==> src/pidfd_pkg.sv <==
// Shared types and constants for the filtered-derivative PID step.
// No dependencies; imported by the top level and the control-law datapath.
`default_nettype none

package pidfd_pkg;

  localparam int SAMPLE_W = 16;            // width of samples and coefficients
  localparam int ERR_W    = SAMPLE_W + 1;  // setpoint minus measurement
  localparam int P_W      = 33;            // kp * error, 8 fraction bits
  localparam int INTEG_W  = 24;            // clamped integrator, 8 fraction bits
  localparam int DERIV_W  = 32;            // derivative accumulator, 8 fraction bits
  localparam int ADDR_W   = 3;             // configuration register index

  // Configuration register indexes
  typedef enum logic [ADDR_W-1:0] {
    REG_KP_GAIN     = 3'd0,
    REG_KI_HALF_DT  = 3'd1,
    REG_DERIV_GAIN  = 3'd2,
    REG_DERIV_DECAY = 3'd3,
    REG_INTEG_MAX   = 3'd4,
    REG_INTEG_MIN   = 3'd5
  } reg_idx_t;

  // Coefficient set seen by the datapath
  typedef struct packed {
    logic signed [SAMPLE_W-1:0] kp_gain;      // Q8.8
    logic signed [SAMPLE_W-1:0] ki_half_dt;   // Q8.8
    logic signed [SAMPLE_W-1:0] deriv_gain;   // Q8.8
    logic signed [SAMPLE_W-1:0] deriv_decay;  // Q1.15
    logic signed [SAMPLE_W-1:0] integ_max;    // sample units
    logic signed [SAMPLE_W-1:0] integ_min;    // sample units
  } pidfd_cfg_t;

endpackage

`default_nettype wire

==> src/pidfd_calc.sv <==
// Control-law datapath: proportional term, clamped trapezoidal integrator and
// filtered derivative on the measurement, with the controller state. Uses pidfd_pkg.
`default_nettype none

module pidfd_calc
  import pidfd_pkg::*;
(
  input  wire                          clk,
  input  wire                          rst_n,
  input  wire                          step,         // item moves into the state stage
  input  wire logic signed [SAMPLE_W-1:0] setpoint,
  input  wire logic signed [SAMPLE_W-1:0] measurement,
  input  wire pidfd_cfg_t              cfg,
  output logic signed [P_W-1:0]        p_term_r,
  output logic signed [INTEG_W-1:0]    integ_acc_r,
  output logic signed [DERIV_W-1:0]    deriv_acc_r,
  output logic                         integ_clamped_r
);

  localparam logic signed [33:0] DSUM_MAX = 34'sd2147483647;
  localparam logic signed [33:0] DSUM_MIN = -34'sd2147483648;

  logic signed [ERR_W-1:0]    last_error_r;
  logic signed [SAMPLE_W-1:0] last_measure_r;

  logic signed [ERR_W-1:0]    err;
  logic signed [P_W-1:0]      p_term_nxt;
  logic signed [17:0]         err_sum;
  logic signed [33:0]         integ_inc;
  logic signed [34:0]         integ_sum;
  logic signed [INTEG_W-1:0]  integ_hi;
  logic signed [INTEG_W-1:0]  integ_lo;
  logic signed [INTEG_W-1:0]  integ_acc_nxt;
  logic                       integ_clamped_nxt;
  logic signed [47:0]         decay_prod;
  logic signed [47:0]         decay_rnd;
  logic signed [32:0]         decay_term;
  logic signed [ERR_W-1:0]    meas_delta;
  logic signed [32:0]         gain_prod;
  logic signed [33:0]         deriv_sum;
  logic signed [DERIV_W-1:0]  deriv_acc_nxt;

  // Error and proportional term
  assign err        = ERR_W'(setpoint) - ERR_W'(measurement);
  assign p_term_nxt = P_W'(cfg.kp_gain) * P_W'(err);

  // Trapezoidal integrator with limits, upper limit checked first
  assign err_sum   = 18'(err) + 18'(last_error_r);
  assign integ_inc = 34'(cfg.ki_half_dt) * 34'(err_sum);
  assign integ_sum = 35'(integ_acc_r) + 35'(integ_inc);
  assign integ_hi  = {cfg.integ_max, 8'h00};
  assign integ_lo  = {cfg.integ_min, 8'h00};

  always_comb begin
    integ_clamped_nxt = 1'b1;
    if (integ_sum > 35'(integ_hi)) begin
      integ_acc_nxt = integ_hi;
    end else if (integ_sum < 35'(integ_lo)) begin
      integ_acc_nxt = integ_lo;
    end else begin
      integ_acc_nxt     = integ_sum[INTEG_W-1:0];
      integ_clamped_nxt = 1'b0;
    end
  end

  // Filtered derivative: rounded decay of the old value minus gain * delta
  assign decay_prod = 48'(cfg.deriv_decay) * 48'(deriv_acc_r);
  assign decay_rnd  = decay_prod + 48'sd16384;
  assign decay_term = decay_rnd[47:15];
  assign meas_delta = ERR_W'(measurement) - ERR_W'(last_measure_r);
  assign gain_prod  = 33'(cfg.deriv_gain) * 33'(meas_delta);
  assign deriv_sum  = 34'(decay_term) - 34'(gain_prod);

  always_comb begin
    if (deriv_sum > DSUM_MAX) begin
      deriv_acc_nxt = DERIV_W'(DSUM_MAX);
    end else if (deriv_sum < DSUM_MIN) begin
      deriv_acc_nxt = DERIV_W'(DSUM_MIN);
    end else begin
      deriv_acc_nxt = deriv_sum[DERIV_W-1:0];
    end
  end

  // Controller state, updated once per item
  always_ff @(posedge clk) begin
    if (!rst_n) begin
      last_error_r   <= '0;
      last_measure_r <= '0;
      integ_acc_r    <= '0;
      deriv_acc_r    <= '0;
    end else if (step) begin
      last_error_r   <= err;
      last_measure_r <= measurement;
      integ_acc_r    <= integ_acc_nxt;
      deriv_acc_r    <= deriv_acc_nxt;
    end
  end

  // Per-item terms that travel with the state into the output stage
  always_ff @(posedge clk) begin
    if (step) begin
      p_term_r        <= p_term_nxt;
      integ_clamped_r <= integ_clamped_nxt;
    end
  end

endmodule

`default_nettype wire

==> src/pid_filtered_derivative_step_top.sv <==
// PID step with clamped trapezoidal integrator and filtered derivative on the measurement.
// Top level: stream handshake, configuration registers, output rounding. Uses pidfd_pkg, pidfd_calc.
//
// One request in, one result out, three register stages (input, state, output). The
// request is registered in the input stage, then the state stage, and its result is held
// in the output register until taken. One request can be taken every cycle while the
// output is not stalled. The rate is set by the state stage: the derivative recurrence
// (16x32 multiply, round, subtract, saturate) closes on itself through the state
// registers. Each stage loads whenever the stage after it is empty or moving, so while
// a result waits at the output, requests keep entering until the input and state stages
// both hold one. Configuration is written through cfg_we/cfg_addr/cfg_wdata; writes to
// unused indexes are dropped. Coefficients should only change while idle.
`default_nettype none

module pid_filtered_derivative_step_top
  import pidfd_pkg::*;
(
  input  wire                 clk,
  input  wire                 rst_n,
  // request stream
  input  wire                 in_tvalid,
  output logic                in_tready,
  input  wire  [31:0]         in_tdata,    // [15:0] setpoint, [31:16] measurement
  // result stream
  output logic                out_tvalid,
  input  wire                 out_tready,
  output logic [23:0]         out_tdata,   // [15:0] control_out, [16] integ_clamped,
                                           // [17] out_saturated, [23:18] zero
  // configuration writes
  input  wire                 cfg_we,
  input  wire  [ADDR_W-1:0]   cfg_addr,
  input  wire  [SAMPLE_W-1:0] cfg_wdata
);

  pidfd_cfg_t cfg_r;

  logic                       a_valid_r, b_valid_r, c_valid_r;
  logic                       ld_a, ld_b, ld_c;
  logic signed [SAMPLE_W-1:0] setpoint_r, measurement_r;

  logic signed [P_W-1:0]      p_term;
  logic signed [INTEG_W-1:0]  integ_acc;
  logic signed [DERIV_W-1:0]  deriv_acc;
  logic                       integ_clamped;

  logic signed [34:0]         drive;
  logic signed [26:0]         drive_smp;
  logic signed [SAMPLE_W-1:0] control_nxt;
  logic                       sat_nxt;

  logic signed [SAMPLE_W-1:0] control_out_r;
  logic                       integ_clamped_r;
  logic                       out_saturated_r;

  // Configuration registers
  always_ff @(posedge clk) begin
    if (!rst_n) begin
      cfg_r.kp_gain     <= '0;
      cfg_r.ki_half_dt  <= '0;
      cfg_r.deriv_gain  <= '0;
      cfg_r.deriv_decay <= '0;
      cfg_r.integ_max   <= 16'sh7FFF;
      cfg_r.integ_min   <= 16'sh8000;
    end else if (cfg_we) begin
      unique case (cfg_addr)
        REG_KP_GAIN:     cfg_r.kp_gain     <= cfg_wdata;
        REG_KI_HALF_DT:  cfg_r.ki_half_dt  <= cfg_wdata;
        REG_DERIV_GAIN:  cfg_r.deriv_gain  <= cfg_wdata;
        REG_DERIV_DECAY: cfg_r.deriv_decay <= cfg_wdata;
        REG_INTEG_MAX:   cfg_r.integ_max   <= cfg_wdata;
        REG_INTEG_MIN:   cfg_r.integ_min   <= cfg_wdata;
        default: ;
      endcase
    end
  end

  // Stage load enables: a stage loads when it is empty or its contents move on
  assign ld_c       = !c_valid_r || out_tready;
  assign ld_b       = !b_valid_r || ld_c;
  assign ld_a       = !a_valid_r || ld_b;
  assign in_tready  = ld_a;
  assign out_tvalid = c_valid_r;

  always_ff @(posedge clk) begin
    if (!rst_n) begin
      a_valid_r <= 1'b0;
      b_valid_r <= 1'b0;
      c_valid_r <= 1'b0;
    end else begin
      if (ld_a) a_valid_r <= in_tvalid;
      if (ld_b) b_valid_r <= a_valid_r;
      if (ld_c) c_valid_r <= b_valid_r;
    end
  end

  // Input register
  always_ff @(posedge clk) begin
    if (in_tvalid && ld_a) begin
      setpoint_r    <= in_tdata[15:0];
      measurement_r <= in_tdata[31:16];
    end
  end

  // Control law and state
  pidfd_calc u_calc (
    .clk             (clk),
    .rst_n           (rst_n),
    .step            (a_valid_r && ld_b),
    .setpoint        (setpoint_r),
    .measurement     (measurement_r),
    .cfg             (cfg_r),
    .p_term_r        (p_term),
    .integ_acc_r     (integ_acc),
    .deriv_acc_r     (deriv_acc),
    .integ_clamped_r (integ_clamped)
  );

  // Drive: sum, round half up to a sample, saturate to 16 bits
  assign drive     = 35'(p_term) + 35'(integ_acc) + 35'(deriv_acc) + 35'sd128;
  assign drive_smp = drive[34:8];

  always_comb begin
    sat_nxt = 1'b1;
    if (drive_smp > 27'sd32767) begin
      control_nxt = 16'sh7FFF;
    end else if (drive_smp < -27'sd32768) begin
      control_nxt = 16'sh8000;
    end else begin
      control_nxt = drive_smp[SAMPLE_W-1:0];
      sat_nxt     = 1'b0;
    end
  end

  // Output register
  always_ff @(posedge clk) begin
    if (b_valid_r && ld_c) begin
      control_out_r   <= control_nxt;
      integ_clamped_r <= integ_clamped;
      out_saturated_r <= sat_nxt;
    end
  end

  assign out_tdata = {6'b0, out_saturated_r, integ_clamped_r, control_out_r};

endmodule

`default_nettype wire

==> config.mk <==
export PLATFORM = sky130hd
export DESIGN_NAME = pid_filtered_derivative_step_top
export DESIGN_NICKNAME = d
export VERILOG_FILES = /design/src/pidfd_pkg.sv /design/src/pidfd_calc.sv /design/src/pid_filtered_derivative_step_top.sv
export SDC_FILE = /design/constraint.sdc
export NUM_CORES = 2
export LEC_CHECK = 0
export BUFFER_PORTS_ARGS = -buffer_cell sky130_fd_sc_hd__buf_2
export CAP_MARGIN = 10
export CORE_ASPECT_RATIO = 0.9
export CORE_MARGIN = 1.5
export CORE_UTILIZATION = 35
export CTS_CLUSTER_DIAMETER = 30
export DETAILED_ROUTE_END_ITERATION = 8
export PLACE_DENSITY_LB_ADDON = 0.12
export SYNTH_ARGS = -nofsm -noshare
export SYNTH_HDL_FRONTEND = slang
export SYNTH_SLANG_ARGS = --single-unit
==> constraint.sdc <==
create_clock -name clk -period 17.8 [get_ports clk]
set_clock_uncertainty 0.2 [all_clocks]
set_input_delay 0 -clock clk [delete_from_list [all_inputs] [get_ports clk]]
set_output_delay 0 -clock clk [all_outputs]
set_load 0.05 [all_outputs]
Word-level counts from Yosys, hierarchy flattened
Index checks and enable logic that the tools add are counted.
W data, S select, Z words.
- add/subtract/negate cells: 9
- multipliers: 4
- $lt $le $gt $ge: 6
- eq/ne operators: 5
- multiplexer cells: 7
- reduce and logical (&&, ||, !) cells: 16
- operators by type and width (cell ; number):
    $mul A16 B17 Y33 ; 2
    $mux W32 ; 2
    $add A48 B16 Y48 const B ; 1
    $mul A16 B32 Y48 ; 1
    $mux W24 ; 2
    $add A24 B34 Y35 ; 1
    $add A34 B32 Y35 ; 1
    $add A35 B9 Y35 const B ; 1
    $gt A35 B24 Y1 ; 1
    $lt A35 B24 Y1 ; 1
    $add A33 B24 Y34 ; 1
    $gt A34 B32 Y1 const B ; 1
    $lt A34 B32 Y1 const B ; 1
    $mul A16 B18 Y34 ; 1
    $sub A16 B16 Y17 ; 2
    $sub A33 B33 Y34 ; 1
    $gt A27 B16 Y1 const B ; 1
    $lt A27 B16 Y1 const B ; 1
    $add A17 B17 Y18 ; 1
    $mux W16 ; 1
    $reduce_and A2 Y1 ; 6
    $eq A3 B2 Y1 const B ; 2
    $eq A3 B3 Y1 const B ; 2
    $eq A3 B1 Y1 const B ; 1
    5 further kinds ; 12
- flip-flop bits (word level): 272
- input bits: 56

Longest topological paths before layout
- word-level depth: 7
- gate-level depth with buffers: 58
- depth with buffers taken out: 55

Modules after synthesis
A second synthesis with hierarchy kept.
- cells, all modules: 7485
- area total of the unflattened synthesis: 67880.1 um^2
- by module, submodules not included (module ; instances ; cells each ; area each (um^2)):
    pidfd_calc ; 1 ; 6464 ; 58846.4
    pid_filtered_derivative_step_top ; 1 ; 1021 ; 9033.7

Worst setup path after synthesis
Ideal clock, no wire load.
- kind: flip-flop to flip-flop
- from: register setpoint_r[0]
- to: register u_calc.integ_acc_r[22]
- arrival: 12.018 ns
- setup slack: 5.455 ns
- cell stages (with the launch flop): 55
- path buffers: 3
- cell sequence: edfxtp_1 -> inv_1 -> ha_1 -> inv_1 -> fa_1 -> clkbuf_1 -> inv_1 -> fa_1 -> nor2b_1 -> o21ai_0 -> a21boi_0 -> o21ai_0 -> a21boi_0 -> o21ai_0 -> a21boi_0 -> o21ai_0 -> a211oi_1 -> xor2_1 -> (+19 left out) -> o21ai_0 -> o41a_1 -> a41o_1 -> o41ai_1 -> xnor2_1 -> ha_1 -> a21o_1 -> a21o_1 -> a21o_1 -> a21o_1 -> a21o_1 -> a21oi_1 -> nand2_1 -> mux2i_1 -> buf_1 -> mux2_2 -> mux2i_1 -> o21ai_0
- cells in the longest elaborated chain, start to end: 7
- elaborated cells between the ends (all ways): 8
- classes of those cells: add/sub: 3; mul: 1; order compare: 2; mux: 2
- ends and longest elaborated chain (what ; RTL line ; source):
    start, declared ; pid_filtered_derivative_step_top.sv:39 ; logic signed [SAMPLE_W-1:0] setpoint_r, measurement_r;
    start signal, assigned ; pid_filtered_derivative_step_top.sv:99 ; setpoint_r <= in_tdata[15:0];
    $sub A16 B16 Y17 * ; pidfd_calc.sv:44 ; assign err = ERR_W'(setpoint) - ERR_W'(measurement);
    named net u_calc.err[1] ; pidfd_calc.sv:26 ; logic signed [ERR_W-1:0] err;
    $add A17 B17 Y18 * ; pidfd_calc.sv:48 ; assign err_sum = 18'(err) + 18'(last_error_r);
    $mul A16 B18 Y34 * ; pidfd_calc.sv:49 ; assign integ_inc = 34'(cfg.ki_half_dt) * 34'(err_sum);
    $add A24 B34 Y35 * ; pidfd_calc.sv:50 ; assign integ_sum = 35'(integ_acc_r) + 35'(integ_inc);
    $lt A35 B24 Y1 ; pidfd_calc.sv:58 ; end else if (integ_sum < 35'(integ_lo)) begin
    $mux W24 ; pidfd_calc.sv:58 ;
    $mux W24 * ; pidfd_calc.sv:56 ; if (integ_sum > 35'(integ_hi)) begin
    end signal, assigned ; pidfd_calc.sv:94 ; integ_acc_r <= integ_acc_nxt;
    end, declared ; pidfd_calc.sv:15 ; output logic signed [INTEG_W-1:0] integ_acc_r,
Mark *: on every way through the listed nets, which the timed path passes. The rest lies on a longest branch.
A chain may end at the register's enable or synchronous reset.

Final worst setup path
- from: register setpoint_r[0]
- to: register u_calc.integ_acc_r[7]
- cells in the longest elaborated chain, start to end: 7
- elaborated cells between the ends (all ways): 8
- classes of those cells: add/sub: 3; mul: 1; order compare: 2; mux: 2
- ends and longest elaborated chain (what ; RTL line):
    $sub A16 B16 Y17 * ; pidfd_calc.sv:44
    $add A17 B17 Y18 * ; pidfd_calc.sv:48
    $mul A16 B18 Y34 * ; pidfd_calc.sv:49
    $add A24 B34 Y35 * ; pidfd_calc.sv:50
    $lt A35 B24 Y1 ; pidfd_calc.sv:58
    $mux W24 ; pidfd_calc.sv:58
    $mux W24 * ; pidfd_calc.sv:56
Every way passes the cells marked *; elsewhere a longest branch is shown, timed or not.

==> results_dict.tcl <==
set metrics [dict create \
    fill_cells 18760 \
    clkPwrFrac 0.224 \
    nets 9271 \
    io_buffer_count 75 \
    wirelength_um 196600 \
    reg2reg_depth 49 \
    grt_start_max_net_pins 87 \
    power.share.sequential 0.123 \
    dpl.hpwl_um 160100 \
    yosys-mux-area-fraction 0.003764 \
    synth_area_per_cell_sq_um 9.151 \
    vias 47930 \
    async_reset_ff_frac 0 \
    holdCritStartpoint "in_tdata[17]" \
    pin_count 82 \
    cp.arrival_ns 15.42 \
    reg2reg_from "setpoint_r[0]" \
    drtAntennaViolNets 0 \
    drv_slew 0 \
    maxSlewHeadroom 0.1956 \
    fmax_mhz 66.45 \
    ys_top_cells_by_count "inv_1, fa_1, nand2_1" \
    hold_end "measurement_r[1]" \
    power_uw 7141 \
    groute.usage.overall 0.2132 \
    min_period_ns 15.05 \
    clock_latency_ns 0.69 \
    intPower_uw 3534 \
    synth_compound_area_frac 0.07330 \
    avgRoutedWirePerCell_um 20.16 \
    numClockSinks 272 \
    synth_edf_count 84 \
    period_share 0.8455 \
    cts_root_buffer "clkbuf_16" \
    fin_tns_setup_ns 0 \
    worstPathRequired_ns 18.17 \
    synth_fa_ha_area_frac 0.5432 \
    fp.dieH_um 413.3 \
    drc 0 \
    setup_viol 0 \
    syn-instance-count 7155 \
    critPathMaxFanout 27 \
    synth_area_sq_um 65480 \
    core_sq_um 185800 \
    cts_tree "built" \
    hp-class "input pin to flop" \
    grt_pass1_wl_um 308500 \
    ir_drop_mv 0.1262 \
    die_x_um 458.9 \
    synth.distinct_cells 79 \
    htree_levels 3 \
    switchingPower_uw 3607 \
    synth_top_cell_area_share 0.4390 \
    multiInputGateArea_sq_um 52680 \
    pwr-share-comb 0.653 \
    r2r_slack_ns 2.75 \
    synth-xor-area-share 0.02689 \
    synth_top_family_by_area "adder cells" \
    synth_area_leader_cell "fa_1" \
    cpMostUsedCell "fa_1" \
    yosysSeqAreaShare 0.09600 \
    antenna_found_initial 13 \
    endpoint_kind "flop" \
    drt_iter0_markers 2645 \
    p_leak_uw 0.03388 \
    yosys-top-cells-area "fa_1, ha_1, inv_1" \
    cts_buffers 86 \
    worstMarginPinSlew_ns 1.205 \
    synth-simple-area-share 0.1548 \
    hold_violations 0 \
    drive_gt1_frac 0.05610 \
    post-synth-top-count-cell "inv_1" \
    first_global_vias 51240 \
    die_area_sq_um 189700 \
    swShare 0.5051 \
    grt_setup_unrepaired "false" \
    seqCellArea_sq_um 6301 \
    ys_warn_count 0 \
    status "finished, final reports clean" \
    slowest_stage "nor4_1" \
    cts_setup_buffers 0 \
    path_clk_slew_ns 0.04 \
    start_kind "flop" \
    reg2reg_to "u_calc.integ_acc_r[7]" \
    synth-seq-cells 272 \
    cap_violations 0 \
    areaGrowthSynthToFinish_pct 11.17 \
    viasPerCell 4.915 \
    start_util 0.3524 \
    synth_top_flop_cell "dfxtp_1" \
    path_class "flop to flop" \
    p_per_area_nw_per_um2 98.09 \
    drtPass1Iterations 5 \
    max_stage_delay_ns 1.05 \
    grt-ovfl-total 0 \
    max-clock-path-buffers 3 \
    num_rows 150 \
    place_congestion 0.8402 \
    hold_path_depth 2 \
]
[power by group through the flow]
stage / clock network, uW / registers [uW] / logic, uW
final: 1600 / 878 / 4670
after floorplan: 0 / 863 / 3130
after global routing: 1660 / 888 / 5200
after global placement: 0 / 893 / 4640
after detailed placement: 0 / 893 / 4650
after CTS: 1620 / 883 / 4700
[flip-flops by register name, indices dropped and copies added (netlist names)]
name	count
a_valid_r	1
b_valid_r	1
cfg_r	96
control_out_r	16
integ_clamped_r	1
measurement_r	16
out_saturated_r	1
out_tvalid	1
setpoint_r	16
u_calc.deriv_acc_r	32
u_calc.integ_acc_r	24
u_calc.integ_clamped_r	1
u_calc.last_error_r	17
u_calc.last_measure_r	16
u_calc.p_term_r	33
[cells by family after synthesis]
group                      Yosys count
buffers and inverters             1767
and+or+nand+nor                   2141
AOI/OAI and AO/OA                  769
other                                1
muxes                               23
xor gates and xnor gates           201
adders and majority gates         1981
DFF                                272
[layer usage]
| metal | vias up | wire length, um | GRT usage | share of wire |
|---|---|---|---|---|
| met5 | - | 13 | 0 | 0.000066 |
| met1 | 24890 | 89260 | 0.2911 | 0.45 |
| li1 | 21960 | - | - | - |
| met2 | 868 | 95180 | 0.3610 | 0.48 |
| met3 | 210 | 6549 | 0.01947 | 0.033 |
| met4 | 2 | 5633 | 0.05966 | 0.029 |
[cells in the final DEF, fill, tap and decap left out, drive strengths merged, types with 11 or more instances in the layout]
cell	count
dfxtp	188
dlygate4sd3	92
clkbuf	113
fa	1436
xnor2	160
xor2	41
clkinv	27
mux2	13
ha	545
nand3	63
inv	1479
o31ai	11
bufinv	11
or3	11
o21bai	21
buf	185
o21a	27
a21o	94
a21oi	308
nand4	29
a31oi	36
nand2	1098
nor2	177
and2	505
o21ai	134
nor2b	77
diode	12
nand2b	71
edfxtp	84
o211ai	27
and3	27
nor3	40
a211oi	25
[critical path: cells and delay by family, from the launching register on]
| kind | cells | cell delay (ns) |
|---|---|---|
| xor gates and xnor gates | 2 | 0.22 |
| DFF | 1 | 0.35 |
| and+or+nand+nor | 13 | 3.87 |
| buffers and inverters | 8 | 1.05 |
| AOI/OAI and AO/OA | 15 | 4.61 |
| adders and majority gates | 11 | 4.56 |
[worst max path at each step]
stage | from | endpoint | slack, ns | cells past startpoint
2_1_floorplan | setpoint_r[0] | u_calc.integ_acc_r[22] | 5.46 | 54
3_3_place_gp | setpoint_r[0] | u_calc.integ_acc_r[0] | 2.92 | 51
3_5_place_dp | setpoint_r[0] | u_calc.integ_acc_r[7] | 2.79 | 51
4_1_cts | setpoint_r[0] | u_calc.integ_acc_r[7] | 2.70 | 51
5_1_grt | measurement_r[1] | u_calc.integ_acc_r[1] | 1.53 | 52
6_report | setpoint_r[0] | u_calc.integ_acc_r[7] | 2.75 | 49
[through the flow]
step	hold WS [ns]	setup slack (ns)	instance area [sq um]	utilization	instances
5_1_grt	0.06851	1.531	72780	0.3917	9745
4_1_cts	0.05098	2.697	72740	0.3915	9739
6_report	0.1079	2.750	72790	0.3918	9752
2_1_floorplan	-0.1011	5.455	65500	-	7160
3_3_place_gp	-0.02306	2.918	68760	0.3701	9485
3_5_place_dp	-0.02044	2.792	68760	0.3701	9485
[final cells by class]
type	instances	area share
diodes	12	0.0004125
flip-flops and latches	272	0.08656
well taps	2432	0.04180
repair buffers	277	0.02943
clock buffers	113	0.03292
multi-input cells	5121	0.7237
clock inverters	49	0.009007
inverters	1476	0.07618
[repair_timing]
item	in CTS	in global routing
hold buffers	92	0
endpoints found under the hold margin	224	0
gates resized for setup	0	0
No activity file was read; power rests on OpenSTA's default activity.
